[src/design/gedr_pkg.sv]
// Types, codes and constants of the GPIO edge detect register block.
`timescale 1ns / 1ps

package gedr_pkg;

  // Number of pins handled by the block.
  localparam int unsigned PinCount = 28;
  // Edge status bits that drive an interrupt source of their own.
  localparam int unsigned LowIrqBits = 11;
  localparam int unsigned IrqWidth = LowIrqBits + 1;
  localparam int unsigned DataWidth = 32;

  // Stream payload widths, padded to whole bytes.
  localparam int unsigned InTdataWidth = 48;
  localparam int unsigned OutTdataWidth = 104;
  localparam int unsigned FuncWidth = 3;

  // Highest valid register word offset.
  localparam logic [7:0] LastRegOffset = 8'h1C;

  typedef logic [PinCount-1:0] pins_t;

  typedef enum logic [FuncWidth-1:0] {
    FUNC_READ_WORD  = 3'd0,
    FUNC_WRITE_WORD = 3'd1,
    FUNC_READ_BYTE  = 3'd2,
    FUNC_WRITE_BYTE = 3'd3,
    FUNC_PIN_CHANGE = 3'd4
  } func_t;

  // Register index, byte offset divided by four.
  typedef enum logic [2:0] {
    REG_LEVEL  = 3'd0,
    REG_DIR    = 3'd1,
    REG_SET    = 3'd2,
    REG_CLEAR  = 3'd3,
    REG_RISE   = 3'd4,
    REG_FALL   = 3'd5,
    REG_STATUS = 3'd6,
    REG_ALT    = 3'd7
  } reg_idx_t;

  // One accepted input item.
  typedef struct packed {
    logic [FuncWidth-1:0] func;
    logic [7:0]           offset;
    logic [DataWidth-1:0] write_data;
    logic [4:0]           pin;
    logic                 level;
  } item_t;

endpackage

[src/design/gpio_edge_detect_registers.sv]
// Top level of the 28-pin GPIO register block with edge detection.
`timescale 1ns / 1ps

// GPIO register block: each input item is a word or byte register read, a word
// or byte register write, or a change of one input pin, and each gives exactly
// one result item with read data, an access error flag, twelve interrupt source
// levels, the output latch and the pin directions as they stand after that
// item. An item passes through the input register, then through the register
// decode and update logic into the result register. One item is accepted per
// cycle while the result side is not stalled; the input register lets one more
// item in while a result waits to be taken. Registers sit at byte offsets
// 0x00 level, 0x04 direction, 0x08 set, 0x0C clear, 0x10 rise enable,
// 0x14 fall enable, 0x18 edge status (write one to clear), 0x1C alternate
// function. Reset clears all registers.
module gpio_edge_detect_registers (
  input  logic                                 clk,
  input  logic                                 rst,
  // Input items
  input  logic                                 s_axis_tvalid,
  output logic                                 s_axis_tready,
  // tdata from bit 0: offset[7:0], write_data[31:0], pin[4:0], level, zero pad
  input  logic [gedr_pkg::InTdataWidth-1:0]    s_axis_tdata,
  // tuser: func[2:0]
  input  logic [gedr_pkg::FuncWidth-1:0]       s_axis_tuser,
  // Result items
  output logic                                 m_axis_tvalid,
  input  logic                                 m_axis_tready,
  // tdata from bit 0: read_data[31:0], access_error, irq_sources[11:0],
  // pin_outputs[27:0], pin_directions[27:0], zero pad
  output logic [gedr_pkg::OutTdataWidth-1:0]   m_axis_tdata
);

  localparam int unsigned P = gedr_pkg::PinCount;
  localparam int unsigned OutUsed = gedr_pkg::DataWidth + 1 + gedr_pkg::IrqWidth + 2 * P;

  // Input register
  logic            item_valid;
  gedr_pkg::item_t item;
  logic            advance;

  // Register file
  gedr_pkg::pins_t input_levels, input_levels_next;
  gedr_pkg::pins_t output_latch, output_latch_next;
  gedr_pkg::pins_t direction, direction_next;
  gedr_pkg::pins_t rise_enable, rise_enable_next;
  gedr_pkg::pins_t fall_enable, fall_enable_next;
  gedr_pkg::pins_t edge_status, edge_status_next;
  gedr_pkg::pins_t alt_function, alt_function_next;

  // Decode
  gedr_pkg::reg_idx_t            reg_idx;
  logic                          is_word, is_byte, word_ok, byte_ok;
  logic [4:0]                    lane_shift;
  gedr_pkg::pins_t               read_pins;
  logic [gedr_pkg::DataWidth-1:0] read_word, merge_word, write_word;
  logic                          do_write;
  gedr_pkg::pins_t               write_pins;
  gedr_pkg::pins_t               pin_bit;
  logic                          pin_ok, edge_hit;

  // Results
  logic [gedr_pkg::DataWidth-1:0] read_data_next;
  logic                           access_error_next;
  logic [gedr_pkg::IrqWidth-1:0]  irq_next;
  logic [gedr_pkg::DataWidth-1:0] read_data;
  logic                           access_error;
  logic [gedr_pkg::IrqWidth-1:0]  irq_sources;
  gedr_pkg::pins_t                pin_outputs, pin_directions;

  // Handshake: the item moves on when the result register is free or drains
  assign advance       = item_valid && (!m_axis_tvalid || m_axis_tready);
  assign s_axis_tready = !item_valid || advance;

  // Hold the accepted item
  always_ff @(posedge clk) begin
    if (rst) begin
      item_valid <= 1'b0;
    end else if (s_axis_tvalid && s_axis_tready) begin
      item_valid <= 1'b1;
    end else if (advance) begin
      item_valid <= 1'b0;
    end
  end

  always_ff @(posedge clk) begin
    if (s_axis_tvalid && s_axis_tready) begin
      item.func       <= s_axis_tuser;
      item.offset     <= s_axis_tdata[7:0];
      item.write_data <= s_axis_tdata[39:8];
      item.pin        <= s_axis_tdata[44:40];
      item.level      <= s_axis_tdata[45];
    end
  end

  // Decode the address
  assign reg_idx    = gedr_pkg::reg_idx_t'(item.offset[4:2]);
  assign is_word    = (item.func == gedr_pkg::FUNC_READ_WORD) ||
                      (item.func == gedr_pkg::FUNC_WRITE_WORD);
  assign is_byte    = (item.func == gedr_pkg::FUNC_READ_BYTE) ||
                      (item.func == gedr_pkg::FUNC_WRITE_BYTE);
  assign byte_ok    = (item.offset & 8'hFC) <= gedr_pkg::LastRegOffset;
  assign word_ok    = byte_ok && (item.offset[1:0] == 2'b00);
  assign lane_shift = {item.offset[1:0], 3'b000};

  // Read the addressed register
  always_comb begin
    unique case (reg_idx)
      gedr_pkg::REG_LEVEL:  read_pins = (output_latch & direction) |
                                        (input_levels & ~direction);
      gedr_pkg::REG_DIR:    read_pins = direction;
      gedr_pkg::REG_SET:    read_pins = '0;
      gedr_pkg::REG_CLEAR:  read_pins = '0;
      gedr_pkg::REG_RISE:   read_pins = rise_enable;
      gedr_pkg::REG_FALL:   read_pins = fall_enable;
      gedr_pkg::REG_STATUS: read_pins = edge_status;
      gedr_pkg::REG_ALT:    read_pins = alt_function;
      default:              read_pins = '0;
    endcase
  end
  assign read_word = gedr_pkg::DataWidth'(read_pins);

  // Build the write value; a byte write to the status register clears only that byte
  assign merge_word = (reg_idx == gedr_pkg::REG_STATUS) ? '0 :
                      (read_word & ~(32'h0000_00FF << lane_shift));
  assign write_word = is_word ? item.write_data :
                      (merge_word | (gedr_pkg::DataWidth'(item.write_data[7:0]) << lane_shift));
  assign write_pins = write_word[P-1:0];
  assign do_write   = ((item.func == gedr_pkg::FUNC_WRITE_WORD) && word_ok) ||
                      ((item.func == gedr_pkg::FUNC_WRITE_BYTE) && byte_ok);

  // Pin change decode
  assign pin_ok   = 32'(item.pin) < P;
  assign pin_bit  = gedr_pkg::pins_t'(1) << item.pin;
  assign edge_hit = item.level ? |(rise_enable & pin_bit) : |(fall_enable & pin_bit);

  // Next register values
  always_comb begin
    input_levels_next = input_levels;
    output_latch_next = output_latch;
    direction_next    = direction;
    rise_enable_next  = rise_enable;
    fall_enable_next  = fall_enable;
    edge_status_next  = edge_status;
    alt_function_next = alt_function;
    if (do_write) begin
      unique case (reg_idx)
        gedr_pkg::REG_LEVEL:  ;
        gedr_pkg::REG_DIR:    direction_next = write_pins;
        gedr_pkg::REG_SET:    output_latch_next = output_latch | (write_pins & direction);
        gedr_pkg::REG_CLEAR:  output_latch_next = output_latch & ~(write_pins & direction);
        gedr_pkg::REG_RISE:   rise_enable_next = write_pins;
        gedr_pkg::REG_FALL:   fall_enable_next = write_pins;
        gedr_pkg::REG_STATUS: edge_status_next = edge_status & ~write_pins;
        gedr_pkg::REG_ALT:    alt_function_next = write_pins;
        default:              ;
      endcase
    end else if ((item.func == gedr_pkg::FUNC_PIN_CHANGE) && pin_ok) begin
      input_levels_next = item.level ? (input_levels | pin_bit) : (input_levels & ~pin_bit);
      // Latch status only on a real level change that the enables select
      if ((input_levels_next != input_levels) && edge_hit) begin
        edge_status_next = edge_status | pin_bit;
      end
    end
  end

  // Result fields
  always_comb begin
    read_data_next    = '0;
    access_error_next = 1'b0;
    if (is_word && !word_ok) begin
      access_error_next = 1'b1;
    end else if (is_byte && !byte_ok) begin
      access_error_next = 1'b1;
    end else if (item.func == gedr_pkg::FUNC_READ_WORD) begin
      read_data_next = read_word;
    end else if (item.func == gedr_pkg::FUNC_READ_BYTE) begin
      read_data_next = (read_word >> lane_shift) & 32'h0000_00FF;
    end
  end
  assign irq_next = {|edge_status_next[P-1:gedr_pkg::LowIrqBits],
                     edge_status_next[gedr_pkg::LowIrqBits-1:0]};

  // Update the register file
  always_ff @(posedge clk) begin
    if (rst) begin
      input_levels <= '0;
      output_latch <= '0;
      direction    <= '0;
      rise_enable  <= '0;
      fall_enable  <= '0;
      edge_status  <= '0;
      alt_function <= '0;
    end else if (advance) begin
      input_levels <= input_levels_next;
      output_latch <= output_latch_next;
      direction    <= direction_next;
      rise_enable  <= rise_enable_next;
      fall_enable  <= fall_enable_next;
      edge_status  <= edge_status_next;
      alt_function <= alt_function_next;
    end
  end

  // Result register
  always_ff @(posedge clk) begin
    if (rst) begin
      m_axis_tvalid <= 1'b0;
    end else if (advance) begin
      m_axis_tvalid <= 1'b1;
    end else if (m_axis_tready) begin
      m_axis_tvalid <= 1'b0;
    end
  end

  always_ff @(posedge clk) begin
    if (advance) begin
      read_data      <= read_data_next;
      access_error   <= access_error_next;
      irq_sources    <= irq_next;
      pin_outputs    <= output_latch_next;
      pin_directions <= direction_next;
    end
  end

  assign m_axis_tdata = {(gedr_pkg::OutTdataWidth - OutUsed)'(0),
                         pin_directions, pin_outputs, irq_sources,
                         access_error, read_data};

endmodule

[config.mk]
export PLATFORM = sky130hd
export DESIGN_NAME = gpio_edge_detect_registers
export DESIGN_NICKNAME = d
export VERILOG_FILES = /design/src/design/gedr_pkg.sv /design/src/design/gpio_edge_detect_registers.sv
export SDC_FILE = /design/constraint.sdc
export NUM_CORES = 1
export LEC_CHECK = 0
export BUFFER_PORTS_ARGS = -buffer_cell sky130_fd_sc_hd__clkbuf_2
export CORE_ASPECT_RATIO = 1.4
export CORE_MARGIN = 2
export CORE_UTILIZATION = 30
export CTS_CLUSTER_SIZE = 20
export DETAILED_ROUTE_END_ITERATION = 10
export GPL_ROUTABILITY_DRIVEN = 0
export PLACE_DENSITY = 0.45
export SLEW_MARGIN = 40
export SYNTH_ARGS = -nofsm -noshare
export SYNTH_HDL_FRONTEND = slang
export SYNTH_SLANG_ARGS = --single-unit
[constraint.sdc]
create_clock -name clk -period 9.4 [get_ports clk]
set_input_delay 1.88 -clock clk [delete_from_list [all_inputs] [get_ports clk]]
set_output_delay 1.88 -clock clk [all_outputs]
set_load 0.01 [all_outputs]
==> impl_metrics.py, run 1 <==
metrics = {
    "floorplan": {
        "initial_utilization_pct": 30.4,
        "dieWidth_um": 204,
        "die_area_mm2": 0.0579,
        "coreArea_mm2": 0.0553,
        "die-height_um": 284,
        "ios": 161,
        "row_count": 102,
    },
    "global_route": {
        "grt_pass1_vias": 14400,
        "grt_pass1_wl_um": 99900,
        "grt_max_degree": 83,
        "antenna_found_initial": 1,
        "track_usage_pct": 23.4,
        "overflow": 0,
    },
    "clocking": {
        "clock-sinks": 340,
        "numCtsBuffers": 37,
        "clkTransAtPathRegs_ps": 60,
        "h-tree-depth": 2,
        "clk_latency_ps": 550,
        "cts_hold_buf": 0,
        "clock_tree.buffer_depth": 3,
        "ctsResizeCount": 0,
        "clock-root-buffer": "clkbuf_16",
        "cts_tree": "done",
        "postCtsSetupBuffers": 0,
    },
    "route": {
        "drt_iter0_markers": 1448,
        "postRouteAntennaNets": 0,
        "vias_per_cell": 5.64,
        "routed_wirelength_um": 69400,
        "post-route-drc-count": 0,
        "wire_per_inst_um": 25.9,
        "drtPass1Iterations": 5,
        "vias": 15100,
    },
    "logic_synthesis": {
        "syn_area_per_cell_um2": 9.11,
        "synth_seq_cells": 340,
        "synth_top_cell_area_share_pct": 25.4,
        "syn_inst": 1843,
        "synth_top_area_cell": "edfxtp_1",
        "ys.warnings.count": 0,
        "syn-cell-area_mm2": 0.0168,
        "ys.flop_type": "dfxtp_1",
        "yosysSeqAreaShare_pct": 49.0,
        "ys_types": 76,
        "yosys-top-cells-area": "edfxtp_1, dfxtp_1, nand2_1, a21oi_1, o21ai_0",
        "postSynth.asyncResetShare_pct": 0,
        "synth_edf_count": 142,
    },
    "timing": {
        "finalMaxSlewViolations": 0,
        "max_slew_margin_pct": 36.4,
        "fin_tns_setup_ps": 0,
        "period_share_pct": 46.9,
        "max_freq_ghz": 0.227,
        "fin_worst_skew_ps": 22.1,
        "worst_pin_slew_ps": 943,
        "rsz0062_at_grt": "no",
        "final_hold_viol_count": 0,
        "post-route-min-period_ps": 4410,
        "finalSetupViolCount": 0,
        "fin_ws_ps": 4990,
    },
    "setup_path": {
        "critPathCaptureType": "flop",
        "cp_data_required_time_ps": 9630,
        "timing.rr.end": "irq_sources[11]$_DFFE_PP_",
        "cp_max_fo": 47,
        "crit_path_start_kind": "flop",
        "reg2reg_slack_ps": 4990,
        "reg2regPathDepth": 10,
        "rr_startpoint": "item[40]$_DFFE_PP_",
        "path_class": "flop to flop",
        "worstPathArrival_ps": 4640,
    },
    "layout": {
        "fin_nets": 1980,
        "largest-register": "item",
        "finish.utilization_pct": 35.1,
        "final_cell_mix": "nand2_1, dfxtp_1, nor2_1",
        "syn_to_final_growth_pct": 15.6,
        "largest_reg_flops": 45,
        "final_common_cell": "nand2_1",
        "drive_above_1_share_pct": 16.7,
    },
    "placed_design": {
        "dp_hpwl_um": 50700,
        "post-place-ws_ps": 4700,
        "portBuffers": 147,
    },
    "outcome": {
        "outcome": "finished, final reports clean",
    },
    "job": {
        "cap_viol_max_count": 0,
    },
    "pwr": {
        "power_frac_clock_pct": 44.6,
        "p_leak_nw": 6.53,
        "p_per_area_mw_per_mm2": 174,
        "ir_drop_uv": 101,
        "p_comb_share_pct": 8.2,
        "seq_power_share_pct": 47.2,
        "p_int_mw": 2.52,
        "netSwitchingPower_mw": 0.854,
        "swShare_pct": 25.3,
    },
    "hold_path": {
        "hold_depth": 2,
        "hp-class": "flop to flop",
        "hp-start": "alt_function[14]$_SDFFE_PP0P_",
        "min_to": "alt_function[14]$_SDFFE_PP0P_",
    },
}
-- final cells by class --
| type | instances | area (um^2) |
|---|---|---|
| diodes | 1 | 2.50 |
| flip-flops and latches | 340 | 8230 |
| clock buffers | 54 | 1070 |
| well taps | 728 | 911 |
| fillers | 5656 | 35900 |
| clock inverters | 14 | 150 |
| inverters | 21 | 83.8 |
| repair buffers | 187 | 1060 |
| multi-input cells | 1338 | 7900 |
-- cells in the mapped netlist, types with 5 or more instances --
cell type and n:
nand2_1 257, dfxtp_1 198, nor2_1 178, a21oi_1 162
o21ai_0 148, edfxtp_1 142, clkbuf_1 95, mux2i_1 62
nand3_1 59, mux2_2 39, nand2b_1 33, buf_2 29
nor3_1 29, a211oi_1 27, a31oi_1 26, nor2b_1 26
a22oi_1 22, nand4_1 21, inv_1 19, o22ai_1 19
buf_4 18, or3_1 16, nor4_1 15, nand3b_1 14
a22o_1 13, and3_1 13, mux4_2 12, o21a_1 10
o211ai_1 8, o221ai_1 8, a221oi_1 7, buf_1 7
a311oi_1 6, a41oi_1 6, and2_1 6, or2_2 6
o2111ai_1 5, o2bb2ai_1 5, o31ai_1 5
-- worst max-delay path, stage by stage, from the launching register on --
cell	delay, ps
edfxtp_1	330
buf_4	420
buf_4	600
mux2i_1	270
o21ai_0	200
a211oi_1	90
o21ai_1	760
a21boi_0	350
a311o_1	400
nor4_1	370
nand4_1	230
-- metal layers --
layer	track usage, %	routed length [um]	part of all wire, %	vias up
met5	0	0	0	-
li1	-	-	-	6888
met1	29.0	27700	40	7489
met2	39.9	34000	49	618
met3	2.41	3690	5.3	147
met4	12.5	4050	5.8	0
-- per-stage QoR --
stage / power, mW / std cells / hold slack (ps) / instance area [um^2]
detailed placement: 1.90 / 2614 / 449 / 18200
floorplan: 1.78 / 1849 / 429 / 16800
global placement: 1.89 / 2606 / 438 / 18100
finish: 3.37 / 2683 / 456 / 19400
global route: 3.46 / 2682 / 463 / 19400
CTS: 3.40 / 2682 / 455 / 19400
-- power by group through the flow --
stage	clock (mW)	sequential [mW]	combinational (mW)
finish	1.50	1.59	0.277
floorplan	0	1.62	0.153
global placement	0	1.62	0.268
global route	1.58	1.59	0.290
detailed placement	0	1.62	0.272
CTS	1.53	1.59	0.272
-- kinds of logic (layout without fill, tap and decap cells) --
group                  Yosys count  after routing  share of synthesized area (%)
AO/OA/AOI/OAI                  519            519                           19.1
flip-flops                     340            340                           49.0
buffers and inverters          171            276                           4.49
other                            1              8                         0.0223
AND/OR/NAND/NOR                699            699                           19.5
multiplexers                   113            113                           7.93
-- worst max-delay path by stage --
stage                                    end  slack (ps)                from  depth (start not counted)
2_1_floorplan     access_error$_SDFFCE_PP1P_        3490       m_axis_tready                          6
3_3_place_gp    edge_status[22]$_SDFFE_PP0P_        4320       m_axis_tready                         10
3_5_place_dp   output_latch[15]$_SDFFE_PP0P_        4700       m_axis_tready                          9
4_1_cts                        s_axis_tready        5100       m_axis_tready                          4
5_1_grt            irq_sources[11]$_DFFE_PP_        4950  item[40]$_DFFE_PP_                         10
6_report           irq_sources[11]$_DFFE_PP_        4990  item[40]$_DFFE_PP_                         10
Power figures use the tool's default switching activity.
==> run 2: changes to the inputs <==
--- a/config.mk
+++ b/config.mk
@@ -5,6 +5,7 @@
 export SDC_FILE = /design/constraint.sdc
 export NUM_CORES = 1
 export LEC_CHECK = 0
+export ABC_AREA = 1
 export BUFFER_PORTS_ARGS = -buffer_cell sky130_fd_sc_hd__clkbuf_2
 export CORE_ASPECT_RATIO = 1.4
 export CORE_MARGIN = 2
@@ -12,7 +13,7 @@
 export CTS_CLUSTER_SIZE = 20
 export DETAILED_ROUTE_END_ITERATION = 10
 export GPL_ROUTABILITY_DRIVEN = 0
-export PLACE_DENSITY = 0.45
+export PLACE_DENSITY = 0.47
 export SLEW_MARGIN = 40
 export SYNTH_ARGS = -nofsm -noshare
 export SYNTH_HDL_FRONTEND = slang
==> constraint.sdc (replaced) <==
create_clock -name clk -period 3.98 [get_ports clk]
set_input_delay 0.796 -clock clk [delete_from_list [all_inputs] [get_ports clk]]
set_output_delay 0.796 -clock clk [all_outputs]
set_load 0.01 [all_outputs]
==> impl_metrics.py, run 2 <==
metrics = {
    "route": {
        "drtPass1Iterations": 10,
        "routed_wirelength_um": 71700,
        "wire_per_inst_um": 22.5,
        "drt_iter0_markers": 1559,
        "vias": 16600,
        "vias_per_cell": 5.22,
        "postRouteAntennaNets": 0,
        "post-route-drc-count": 2,
    },
    "logic_synthesis": {
        "yosysSeqAreaShare_pct": 48.8,
        "ys.warnings.count": 0,
        "syn-cell-area_mm2": 0.0169,
        "synth_seq_cells": 340,
        "synth_common_cells": "nand2_1, o21ai_0, inv_1, a21oi_1, dfxtp_1",
        "yosys-top-cells-area": "edfxtp_1, dfxtp_1, nand2_1, o21ai_0, a21oi_1",
        "postSynth.asyncResetShare_pct": 0,
        "synth_top_area_cell": "edfxtp_1",
        "synth.most_common_cell": "nand2_1",
        "syn_inst": 2218,
        "syn_area_per_cell_um2": 7.60,
        "synth_edf_count": 142,
        "ys.flop_type": "dfxtp_1",
        "synth_top_cell_area_share_pct": 25.3,
        "ys_types": 45,
    },
    "placed_design": {
        "dp_hpwl_um": 54600,
        "dp_cells": 3113,
        "portBuffers": 147,
        "placed_cell_area_mm2": 0.0192,
    },
    "timing": {
        "fin_worst_skew_ps": 26.1,
        "period_share_pct": 85.7,
        "finalMaxSlewViolations": 0,
        "finalSetupViolCount": 0,
        "post-route-min-period_ps": 3410,
        "fin_tns_setup_ps": 0,
        "hold_ws_ps": 416,
        "rsz0062_at_grt": "no",
        "worst_pin_slew_ps": 953,
        "max_slew_margin_pct": 36.5,
        "max_freq_ghz": 0.293,
        "final_hold_viol_count": 0,
    },
    "clocking": {
        "clock-root-buffer": "clkbuf_16",
        "cts_tree": "done",
        "numCtsBuffers": 37,
        "clkTransAtPathRegs_ps": 70,
        "cts_hold_buf": 0,
        "clock_tree.buffer_depth": 3,
        "h-tree-depth": 2,
        "clock-sinks": 340,
        "clk_latency_ps": 550,
        "postCtsSetupBuffers": 0,
        "ctsResizeCount": 0,
    },
    "setup_path": {
        "path_buf_inv": 2,
        "crit_family": "simple AND/OR/NAND/NOR gates",
        "worstPathArrival_ps": 3870,
        "cp_data_required_time_ps": 4440,
        "critPathSlowestCell": "edfxtp_1",
        "crit_path_start_kind": "flop",
        "cp_max_fo": 22,
        "crit_chain": "nor2_4 > o21a_1 > nand3_1 > clkinv_1 > nand2_1 > nor2_2 > buf_4 > o21ai_0 > a21oi_1",
        "critPathCaptureType": "flop",
        "slowest_delay_ps": 570,
        "path_class": "flop to flop",
    },
    "job": {
        "cap_viol_max_count": 0,
    },
    "hold_path": {
        "hp-class": "primary input to flop",
    },
    "layout": {
        "fin_nets": 2480,
        "largest-register": "item",
        "drive_above_1_share_pct": 16.4,
        "syn_to_final_growth_pct": 21.4,
        "fin_area_mm2": 0.0205,
        "multi_input_area_mm2": 0.00710,
        "nFillCells": 5830,
        "largest_reg_flops": 45,
        "layout.cells.non_filler": 3182,
        "seq_area_mm2": 0.00823,
        "final_cell_mix": "nand2_1, o21ai_0, inv_1",
        "final_common_cell": "nand2_1",
        "finish.utilization_pct": 36.9,
    },
    "floorplan": {
        "dieWidth_um": 204,
        "coreArea_mm2": 0.0554,
        "ios": 161,
        "initial_utilization_pct": 30.4,
        "die_area_mm2": 0.0581,
        "die-height_um": 285,
        "row_count": 102,
    },
    "global_route": {
        "track_usage_pct": 24.2,
        "grt_max_degree": 155,
        "antenna_found_initial": 2,
        "overflow": 0,
        "grt_pass1_vias": 15500,
        "grt_pass1_wl_um": 103000,
    },
    "outcome": {
        "violations": "DRC",
        "outcome": "complete, but fails checks",
    },
    "pwr": {
        "ir_drop_uv": 330,
        "p_per_area_mw_per_mm2": 418,
        "p_leak_nw": 8.76,
    },
}
[run 2: cell types whose count changed after synthesis, sizes merged, moves of 18 or more]
cell / delta
inv: +256
o21ai: +192
nand2: +167
a21oi: +65
mux2i: -62
nand3: +53
mux2: -39
nand2b: -33
a211oi: -26
nor2b: -26
a31oi: -21
or2: +19
clkbuf: -18
[run 2: area by class of cell]
| cell class | count | share of cell area (%) |
|---|---|---|
| flip-flops and latches | 340 | 40.2 |
| multi-input cells | 1484 | 34.7 |
| repair buffers | 284 | 9.47 |
| clock buffers | 52 | 5.20 |
| inverters | 278 | 5.14 |
| well taps | 728 | 4.45 |
| clock inverters | 15 | 0.807 |
| diodes | 1 | 0.0122 |
[run 2: logic make-up (layout without fill, tap and decap cells)]
group	after synthesis	count (layout)	share of synthesized area, %
DFF	340	340	48.8
and+or+nand+nor	819	819	21.0
other	1	8	0.0222
AOI/OAI and AO/OA	658	658	20.9
buffers and inverters	400	629	9.34
[run 2: worst reg2reg max path, delay by kind of cell (launching register included)]
| family | cells | cell delay, ps |
|---|---|---|
| flip-flops | 1 | 570 |
| AO/OA/AOI/OAI | 3 | 490 |
| buffers and inverters | 2 | 870 |
| AND/OR/NAND/NOR | 4 | 1410 |
[run 2: stage by stage]
stage                     setup WS (ps)  total power, mW
final                               568             8.56
after global routing                407             8.85
after CTS                           704             8.61
after detailed placement            745             5.04
after global placement              762             5.03
after floorplan                     787             4.48
[run 2: report_power, final]
group	internal [mW]	switching [mW]	leakage, nW
logic	0.334	0.748	5.20
registers	3.79	0.110	2.97
clock network	2.07	1.50	0.599
[run 2: worst paths after layout]
kind | slack (ps) | end | startpoint | cells after the start
hold / removal | 420 | item[12]$_DFFE_PP_ | s_axis_tdata[14] | 1
setup reg to reg | 570 | rise_enable[9]$_SDFFE_PP0P_ | item[39]$_DFFE_PP_ | 9
setup / recovery | 570 | rise_enable[9]$_SDFFE_PP0P_ | item[39]$_DFFE_PP_ | 9
hold reg to reg | 520 | alt_function[3]$_SDFFE_PP0P_ | alt_function[3]$_SDFFE_PP0P_ | 2
[run 2: routing by layer]
layer | vias to the layer above | global-route usage (%) | wire, um
met3 | 181 | 2.96 | 4390
met2 | 755 | 40.7 | 34200
li1 | 7859 | - | -
met4 | 2 | 16.2 | 5530
met1 | 7827 | 28.7 | 27500
met5 | - | 0 | 12
